<file path="src/hmr_pkg.sv">
// Types and constants for the HTTP method recognizer
package hmr_pkg;

	localparam int HMR_COUNT_WIDTH = 16;
	localparam int BYTES_READ_W    = 16;

	localparam logic [7:0] CH_G  = 8'h47;
	localparam logic [7:0] CH_H  = 8'h48;
	localparam logic [7:0] CH_D  = 8'h44;
	localparam logic [7:0] CH_P  = 8'h50;
	localparam logic [7:0] CH_E  = 8'h45;
	localparam logic [7:0] CH_T  = 8'h54;
	localparam logic [7:0] CH_O  = 8'h4F;
	localparam logic [7:0] CH_U  = 8'h55;
	localparam logic [7:0] CH_A  = 8'h41;
	localparam logic [7:0] CH_S  = 8'h53;
	localparam logic [7:0] CH_L  = 8'h4C;
	localparam logic [7:0] CH_CR = 8'h0D;
	localparam logic [7:0] CH_LF = 8'h0A;
	localparam logic [7:0] CH_SP = 8'h20;

	localparam logic [1:0] STATUS_BUSY  = 2'd0;
	localparam logic [1:0] STATUS_DONE  = 2'd1;
	localparam logic [1:0] STATUS_ERROR = 2'd2;

	localparam logic [2:0] METHOD_NONE   = 3'd0;
	localparam logic [2:0] METHOD_GET    = 3'd1;
	localparam logic [2:0] METHOD_HEAD   = 3'd2;
	localparam logic [2:0] METHOD_POST   = 3'd3;
	localparam logic [2:0] METHOD_PUT    = 3'd4;
	localparam logic [2:0] METHOD_DELETE = 3'd5;

	typedef struct packed {
		logic       restart;
		logic [7:0] data_byte;
	} hmr_req_t;

	typedef struct packed {
		logic                    want_more;
		logic [1:0]              status;
		logic [2:0]              method_code;
		logic [BYTES_READ_W-1:0] bytes_read;
	} hmr_rsp_t;

endpackage

</file>
<file path="src/hmr_parser.sv">
// Method trie, sticky done/error state and saturating byte counter
module hmr_parser #(
	parameter int COUNT_WIDTH = hmr_pkg::HMR_COUNT_WIDTH
) (
	input  logic             clk,
	input  logic             arst_n,
	input  logic             adv,
	input  hmr_pkg::hmr_req_t req,
	output hmr_pkg::hmr_rsp_t rsp
);
	import hmr_pkg::*;

	typedef enum logic [4:0] {
		ST_START, ST_CR,
		ST_G, ST_GE, ST_GET,
		ST_H, ST_HE, ST_HEA, ST_HEAD,
		ST_P, ST_PO, ST_POS, ST_POST, ST_PU, ST_PUT,
		ST_D, ST_DE, ST_DEL, ST_DELE, ST_DELET, ST_DELETE,
		ST_DONE, ST_ERROR
	} parse_state_t;

	parse_state_t             state_q, st_base, st_nxt;
	logic [2:0]               method_q, meth_base, meth_nxt;
	logic [COUNT_WIDTH-1:0]   count_q, cnt_base, cnt_nxt;
	logic [COUNT_WIDTH+BYTES_READ_W-1:0] cnt_ext;
	logic [7:0]               b;

	assign b = req.data_byte;

	always_comb begin
		// restart acts before the byte is consumed
		st_base   = req.restart ? ST_START : state_q;
		meth_base = req.restart ? METHOD_NONE : method_q;
		cnt_base  = req.restart ? '0 : count_q;
		cnt_nxt   = (&cnt_base) ? cnt_base : cnt_base + COUNT_WIDTH'(1);
		st_nxt    = st_base;
		meth_nxt  = meth_base;
		case (st_base)
			ST_START: begin
				if (b == CH_G) st_nxt = ST_G;
				else if (b == CH_H) st_nxt = ST_H;
				else if (b == CH_D) st_nxt = ST_D;
				else if (b == CH_P) st_nxt = ST_P;
				else if (b == CH_CR) st_nxt = ST_CR;
				else if (b != CH_LF) st_nxt = ST_ERROR;
			end
			ST_CR:    st_nxt = (b == CH_LF) ? ST_START : ST_ERROR;
			ST_G:     st_nxt = (b == CH_E) ? ST_GE : ST_ERROR;
			ST_GE:    st_nxt = (b == CH_T) ? ST_GET : ST_ERROR;
			ST_H:     st_nxt = (b == CH_E) ? ST_HE : ST_ERROR;
			ST_HE:    st_nxt = (b == CH_A) ? ST_HEA : ST_ERROR;
			ST_HEA:   st_nxt = (b == CH_D) ? ST_HEAD : ST_ERROR;
			ST_P: begin
				if (b == CH_O) st_nxt = ST_PO;
				else if (b == CH_U) st_nxt = ST_PU;
				else st_nxt = ST_ERROR;
			end
			ST_PO:    st_nxt = (b == CH_S) ? ST_POS : ST_ERROR;
			ST_POS:   st_nxt = (b == CH_T) ? ST_POST : ST_ERROR;
			ST_PU:    st_nxt = (b == CH_T) ? ST_PUT : ST_ERROR;
			ST_D:     st_nxt = (b == CH_E) ? ST_DE : ST_ERROR;
			ST_DE:    st_nxt = (b == CH_L) ? ST_DEL : ST_ERROR;
			ST_DEL:   st_nxt = (b == CH_E) ? ST_DELE : ST_ERROR;
			ST_DELE:  st_nxt = (b == CH_T) ? ST_DELET : ST_ERROR;
			ST_DELET: st_nxt = (b == CH_E) ? ST_DELETE : ST_ERROR;
			ST_GET, ST_HEAD, ST_POST, ST_PUT, ST_DELETE: begin
				// trailing space closes the method
				if (b == CH_SP) begin
					st_nxt = ST_DONE;
					case (st_base)
						ST_GET:  meth_nxt = METHOD_GET;
						ST_HEAD: meth_nxt = METHOD_HEAD;
						ST_POST: meth_nxt = METHOD_POST;
						ST_PUT:  meth_nxt = METHOD_PUT;
						default: meth_nxt = METHOD_DELETE;
					endcase
				end else begin
					st_nxt = ST_ERROR;
				end
			end
			ST_DONE:  st_nxt = ST_DONE;
			default:  st_nxt = ST_ERROR;
		endcase
	end

	always_ff @(posedge clk or negedge arst_n) begin
		if (!arst_n) begin
			state_q  <= ST_START;
			method_q <= METHOD_NONE;
			count_q  <= '0;
		end else if (adv) begin
			state_q  <= st_nxt;
			method_q <= meth_nxt;
			count_q  <= cnt_nxt;
		end
	end

	assign cnt_ext = {{BYTES_READ_W{1'b0}}, cnt_nxt};

	always_comb begin
		if (st_nxt == ST_DONE) rsp.status = STATUS_DONE;
		else if (st_nxt == ST_ERROR) rsp.status = STATUS_ERROR;
		else rsp.status = STATUS_BUSY;
		rsp.want_more   = (rsp.status == STATUS_BUSY);
		rsp.method_code = meth_nxt;
		rsp.bytes_read  = cnt_ext[BYTES_READ_W-1:0];
	end

endmodule

</file>
<file path="src/http_method_recognizer_top.sv">
// Top level of the HTTP method recognizer: input stage, parser, result register
//
// Request bytes enter on the req channel (valid/ready), one per item, with a
// restart bit that returns the parser to its start state before that byte.
// Every accepted byte yields exactly one result on the rsp channel: want_more,
// status, method_code and a saturating bytes_read count.
// An accepted byte is captured in the input stage, then walks the trie and its
// result is captured in the result register when the input stage advances.
// Throughput: one byte per cycle while results are taken; the only loop is the
// trie state update, done as a byte moves from input stage to result register.
// When rsp_ready is low the result is held; the input stage still takes one
// more byte, then req_ready drops until the result is taken.
// Reset (arst_n low) empties both stages and puts the parser at start with no
// method and a zero count. Done and error are sticky until restart or reset.
module http_method_recognizer_top #(
	parameter int COUNT_WIDTH = hmr_pkg::HMR_COUNT_WIDTH
) (
	input  logic              clk,
	input  logic              arst_n,
	input  logic              req_valid,
	output logic              req_ready,
	input  hmr_pkg::hmr_req_t req_data,
	output logic              rsp_valid,
	input  logic              rsp_ready,
	output hmr_pkg::hmr_rsp_t rsp_data
);
	import hmr_pkg::*;

	hmr_req_t req_s1;
	logic     vld_s1;
	hmr_rsp_t rsp_nxt;
	hmr_rsp_t rsp_q;
	logic     rsp_vld_q;
	logic     adv;

	// the input stage moves on when the result register is free or being drained
	assign adv       = vld_s1 && (!rsp_vld_q || rsp_ready);
	assign req_ready = !vld_s1 || adv;

	always_ff @(posedge clk or negedge arst_n) begin
		if (!arst_n) begin
			vld_s1 <= 1'b0;
		end else if (req_ready) begin
			vld_s1 <= req_valid;
		end
	end

	always_ff @(posedge clk) begin
		if (req_ready && req_valid) begin
			req_s1 <= req_data;
		end
	end

	hmr_parser #(
		.COUNT_WIDTH(COUNT_WIDTH)
	) u_parser (
		.clk   (clk),
		.arst_n(arst_n),
		.adv   (adv),
		.req   (req_s1),
		.rsp   (rsp_nxt)
	);

	always_ff @(posedge clk or negedge arst_n) begin
		if (!arst_n) begin
			rsp_vld_q <= 1'b0;
		end else if (adv) begin
			rsp_vld_q <= 1'b1;
		end else if (rsp_ready) begin
			rsp_vld_q <= 1'b0;
		end
	end

	always_ff @(posedge clk) begin
		if (adv) begin
			rsp_q <= rsp_nxt;
		end
	end

	assign rsp_valid = rsp_vld_q;
	assign rsp_data  = rsp_q;

endmodule

</file>
<file path="config.mk">
export PLATFORM = sky130hd
export DESIGN_NAME = http_method_recognizer_top
export DESIGN_NICKNAME = d
export VERILOG_FILES = /design/src/hmr_pkg.sv /design/src/hmr_parser.sv /design/src/http_method_recognizer_top.sv
export SDC_FILE = /design/constraint.sdc
export NUM_CORES = 1
export LEC_CHECK = 0
export BUFFER_PORTS_ARGS = -buffer_cell sky130_fd_sc_hd__buf_2
export CAP_MARGIN = 15
export CORE_MARGIN = 4
export CORE_UTILIZATION = 30
export DETAILED_ROUTE_END_ITERATION = 8
export PLACE_DENSITY = 0.53
export RECOVER_POWER = 100
export SETUP_SLACK_MARGIN = 0.1
export SYNTH_ARGS = -nofsm -noshare
export SYNTH_HDL_FRONTEND = slang
export SYNTH_HIERARCHICAL = 1
export SYNTH_SLANG_ARGS = --single-unit
</file>
<file path="constraint.sdc">
create_clock -name clk -period 2.6 [get_ports clk]
set_input_delay 0.39 -clock clk [delete_from_list [all_inputs] [get_ports clk]]
set_output_delay 0.39 -clock clk [all_outputs]
set_load 0.03 [all_outputs]
</file>
# ---- Word-level counts from Yosys, hierarchy flattened
# Cells that the tools add are included.
dict set report word_totals {
  out_inout_bits 24
  regBits 57
  inputBits 13
  elab_cells 96
}
dict set report classes {
  n_mux 35
  eq_ne 38
  reduce_logical 11
  add_sub_neg 1
}
# op count
set ops {}
lappend ops {{$mux 5} 18}
lappend ops {{$pmux 5 s18} 1}
lappend ops {{$eq 8x7->1 const B} 11}
lappend ops {{$eq 5x4->1 const B} 8}
lappend ops {{$eq 5x5->1 const B} 8}
lappend ops {{$mux 16} 2}
lappend ops {{$mux 3} 7}
lappend ops {{$eq 5x3->1 const B} 4}
lappend ops {{$add 16x1->16 const B} 1}
lappend ops {{$eq 8x4->1 const B} 2}
lappend ops {{$reduce_and 16->1} 1}
lappend ops {{$pmux 3 s4} 1}
lappend ops {{$eq 5x2->1 const B} 2}
lappend ops {{$eq 8x6->1 const B} 1}
lappend ops {{$mux 2} 4}
lappend ops {{$ne 8x4->1 const B} 1}
lappend ops {{$eq 5x1->1 const B} 1}
lappend ops {{$logic_not 5->1} 1}
lappend ops {{$reduce_or 5->1} 1}
lappend ops {{$logic_and 1x1->1} 2}
lappend ops {{$logic_not 1->1} 2}
lappend ops {{$logic_not 2->1} 1}
lappend ops {{$logic_or 1x1->1} 2}
lappend ops {{$mux 1} 2}
lappend ops {{$reduce_bool 2->1} 1}

# ---- Logic depth before layout (Yosys ltp)
dict set report depth {
  word_depth 12
  ltp_mapped 12
  ltp_nobuf 9
}

# ---- Modules after synthesis
# The synthesis kept the hierarchy.
# mod area_each_um2 instances cells_per_inst seq_area_each_um2
set modules_own_cells {}
lappend modules_own_cells {hmr_parser 2492.4 1 327 600.6}
lappend modules_own_cells {http_method_recognizer_top 1034.7 1 39 980.9}

# ---- Worst setup path before layout
# No wires, ideal clock.
dict set report synth_path {
  path_type {register to register}
  startpoint {register req_s1[8] (netlist name)}
  endpoint {register u_parser.count_q[1]}
  path_slack_ps -260
  path_stages_with_launch 11
  n_path_buf 3
  setup_time_ps 125
  period_less_slack_ps 2860
  required_ps 2475
  t_arrival_ps 2735
  path_cell_list {edfxtp_1 > buf_2 > clkbuf_1 > nor2b_1 > ha_1 > inv_1 > or4_1 > or3_1 > clkbuf_1 > mux2_1 > mux2_2}
}
# item line
set synth_lines {}
lappend synth_lines {{from (decl)} http_method_recognizer_top.sv:29} ;# hmr_req_t req_s1;
lappend synth_lines {{from (signal assigned)} http_method_recognizer_top.sv:50} ;# req_s1 <= req_data;
lappend synth_lines {{to (signal assigned)} hmr_parser.sv:94} ;# count_q <= cnt_nxt;
lappend synth_lines {{to (decl)} hmr_parser.sv:24} ;# logic [COUNT_WIDTH-1:0] count_q, cnt_base, cnt_nxt;

==> run summary <==
final setup fails = 0
dpl hpwl = 6.68 mm
Hold Path Class = in -> reg
CTS tree = done
synth cell count leaders = 33 x nor2_1, 31 x edfxtp_1, 26 x dfrtp_1
Critical Path RT = 2.67 ns
Post-Syn Nets = 380
worst setup margin = 0.0358 ns
worst-skew pair later-pin latency = 0.32 ns
Num CTS Buffers = 9
Core Region = 11500 sq um
Post-Syn Area = 3530 sq um
yosys warns = 6
crit start category = flop
site row count = 39
setup TNS = 0 ns
clock sinks = 57
Clock Tree Root = clkbuf_16
EDFF count, synth = 31
fraction of synthesis flops using an asynchronous set or reset pin = 0.456
FF+latch count, synth = 57
slew margin rel. = 0.00759
Worst Hold Slack = 0.246 ns
Most Crowded Layer GR = met2
crit-path max cell delay = 0.56 ns
CP cell instances = or4b_4, or2_1, a32o_1, or4_4, a211oi_4, nor2_1, and2_1
Port Buffers = 36
R2R Setup Slk = 0.04 ns
worst slew pin tran = 1.49 ns
pwr/cell area = 739 nW/um^2
Max Cap Violations = 1
failing checks = max-capacitance violations
crit path max-delay cell type = or4b_4
met1 GRT Util = 0.186
maximum vdd ir drop = 0.000452 V
DRT iter0 DRCs = 225
Reg clk slew, reported paths = 0.05 ns
fraction of layout cells with a size suffix above 1 = 0.259
CP top delay family = simple AND/OR/NAND/NOR gates
GRT overflow = 0
Die Y = 116 microns
largest net degree at the start of global routing = 28
number of distinct library cells after synthesis = 66
crit share post-route = 0.986
GRT Overall Usage = 0.139
Yosys top cell by area = edfxtp_1
Setup CP Type = reg -> reg
synthesized area per cell = 9.64 sq um
Die X-Extent = 116 microns
Total Wirelength = 9.09 mm
grt met3 use = 0.0316
f_max = 0.390 GHz
Layout area overhead = 27.9%
worst slack, placed = -0.00241 ns
arrival time worst endpoint = 2.63 ns
Mapped Cells = 366
Worst R2R Start = req_s1[1]
area of the die = 13600 sq um
DRC = 0
I/O Pins = 37
global-route wire length before repair = 15.0 mm
Max Transition Viols Final = 0
routability cong. = 0.962
GR Layer Usage met2 = 0.214
minimum clock period = 2.56 ns
Initial Util = 0.308
Final ANT Viol Nets = 0
total power = 3.33 mW
crit path capture type = flop
final net count = 445
Synth area leaders = edfxtp_1 26%, dfrtp_1 18%, mux2_2 3.8%, nor2_1 3.5%, a21oi_1 3.3%
top-count cell post-synth = nor2_1
Inserted Diodes = 0
register area share after synthesis = 0.448
Fin. Hold Viols = 0
Worst Skew = 0.00701 ns
peak fanout along the critical path = 3
number of global-route vias before repair = 3030
Synth top area share = 0.264
H-tree depth = 3
via count = 3093
CP Buf/Inv Count = 0
status = finished, violations left
worst hold path endpoint = req_s1[4]
total iterations of the first detailed-routing run = 4
RSZ-0062 raised after global routing = yes
antenna violations before repair = 0
Leak = 1.65 nW
Synth Flop Type = edfxtp_1
DR WL/cell = 15.7 microns
Reg2Reg Depth = 7
DR vias/cell = 5.34
worst hold stages = 1
Worst Min Path Start = req_data[4]
FF-to-FF End = rsp_data[20]
clock buffer depth = 2
Critical Path Stages = 7
## per-stage QoR
| step | std cells | area (sq um) | utilization |
|---|---|---|---|
| floorplan | 366 | 3590 | - |
| global placement | 558 | 4130 | 0.360 |
| detailed placement | 558 | 4130 | 0.360 |
| CTS | 576 | 4460 | 0.389 |
| global route | 579 | 4510 | 0.393 |
| finish | 579 | 4510 | 0.393 |
## sequential cells by signal, summed over array words and instances (netlist names)
register	count
rsp_data	22
u_parser/method_q	3
rsp_valid	1
u_parser/count_q	16
vld_s1	1
u_parser/state_q	5
req_s1	9
## logic make-up after synthesis
family                     Yosys count  synth area share
buffers and inverters               42            0.0465
DFF                                 57             0.448
AOI/OAI and AO/OA                   72             0.139
muxes                               19            0.0585
and+or+nand+nor                    161             0.269
xor gates and xnor gates            13            0.0323
adders and majority gates            2           0.00638
## what timing repair did
item | CTS | global route
pin swaps | 0 | 5
buffers inserted | 2 | 3
resized for setup | 6 | 22
hold buffers | 0 | 0
gates cloned | 0 | 0
setup endpoints to repair | 8 | 22
## metal layers
| metal | part of all wire | vias to the layer above |
|---|---|---|
| met5 | 0 | - |
| met4 | 0.028 | 0 |
| met3 | 0.047 | 19 |
| met2 | 0.46 | 85 |
| met1 | 0.47 | 1493 |
| li1 | - | 1496 |
## final cells by class
type	instances	area, sq um
fill	1115	6960
clock buffer	10	229
timing repair buffer	82	502
inverter	14	55.1
tap	143	179
clock inverter	6	58.8
multi-input combinational	267	1900
sequential	57	1580
## report_power, final
| part | switching (mW) | internal (mW) |
|---|---|---|
| Clock | 0.391 | 0.733 |
| Combinational | 0.548 | 0.404 |
| Sequential | 0.140 | 1.12 |
| Total | 1.08 | 2.25 |
## worst reg2reg max path, cell delays in order, from the launching register on
cell and delay [ns]:
edfxtp_1 0.38, or4b_4 0.56, or2_1 0.25, a32o_1 0.28, or4_4 0.44, a211oi_4 0.19, nor2_1 0.08, and2_1 0.14
## worst max path at each step
stage / start / end
2_1_floorplan: req_s1[8] / u_parser/count_q[1]
3_3_place_gp: req_s1[8] / rsp_data[20]
3_5_place_dp: req_s1[8] / u_parser/count_q[1]
4_1_cts: req_s1[0] / rsp_data[20]
5_1_grt: req_s1[4] / rsp_data[20]
6_report: req_s1[1] / rsp_data[20]
## cell usage in the layout, fill, tap and decap left out, drive strengths merged, types with 4 or more instances in the layout
master,instances
buf,51
clkbuf,41
nor2,33
edfxtp,31
dfrtp,26
a21oi,23
nand2,21
inv,14
mux2,13
nand2b,11
nand3,11
nand4,10
xnor2,10
nor3,10
nor2b,10
nor4,9
o21ai,8
o22ai,7
and2,7
mux2i,6
nor4b,6
or2,5
o211ai,4
or4,4
or4b,4
a211oi,4
clkinv,4
(Power assumes the default switching activity.)
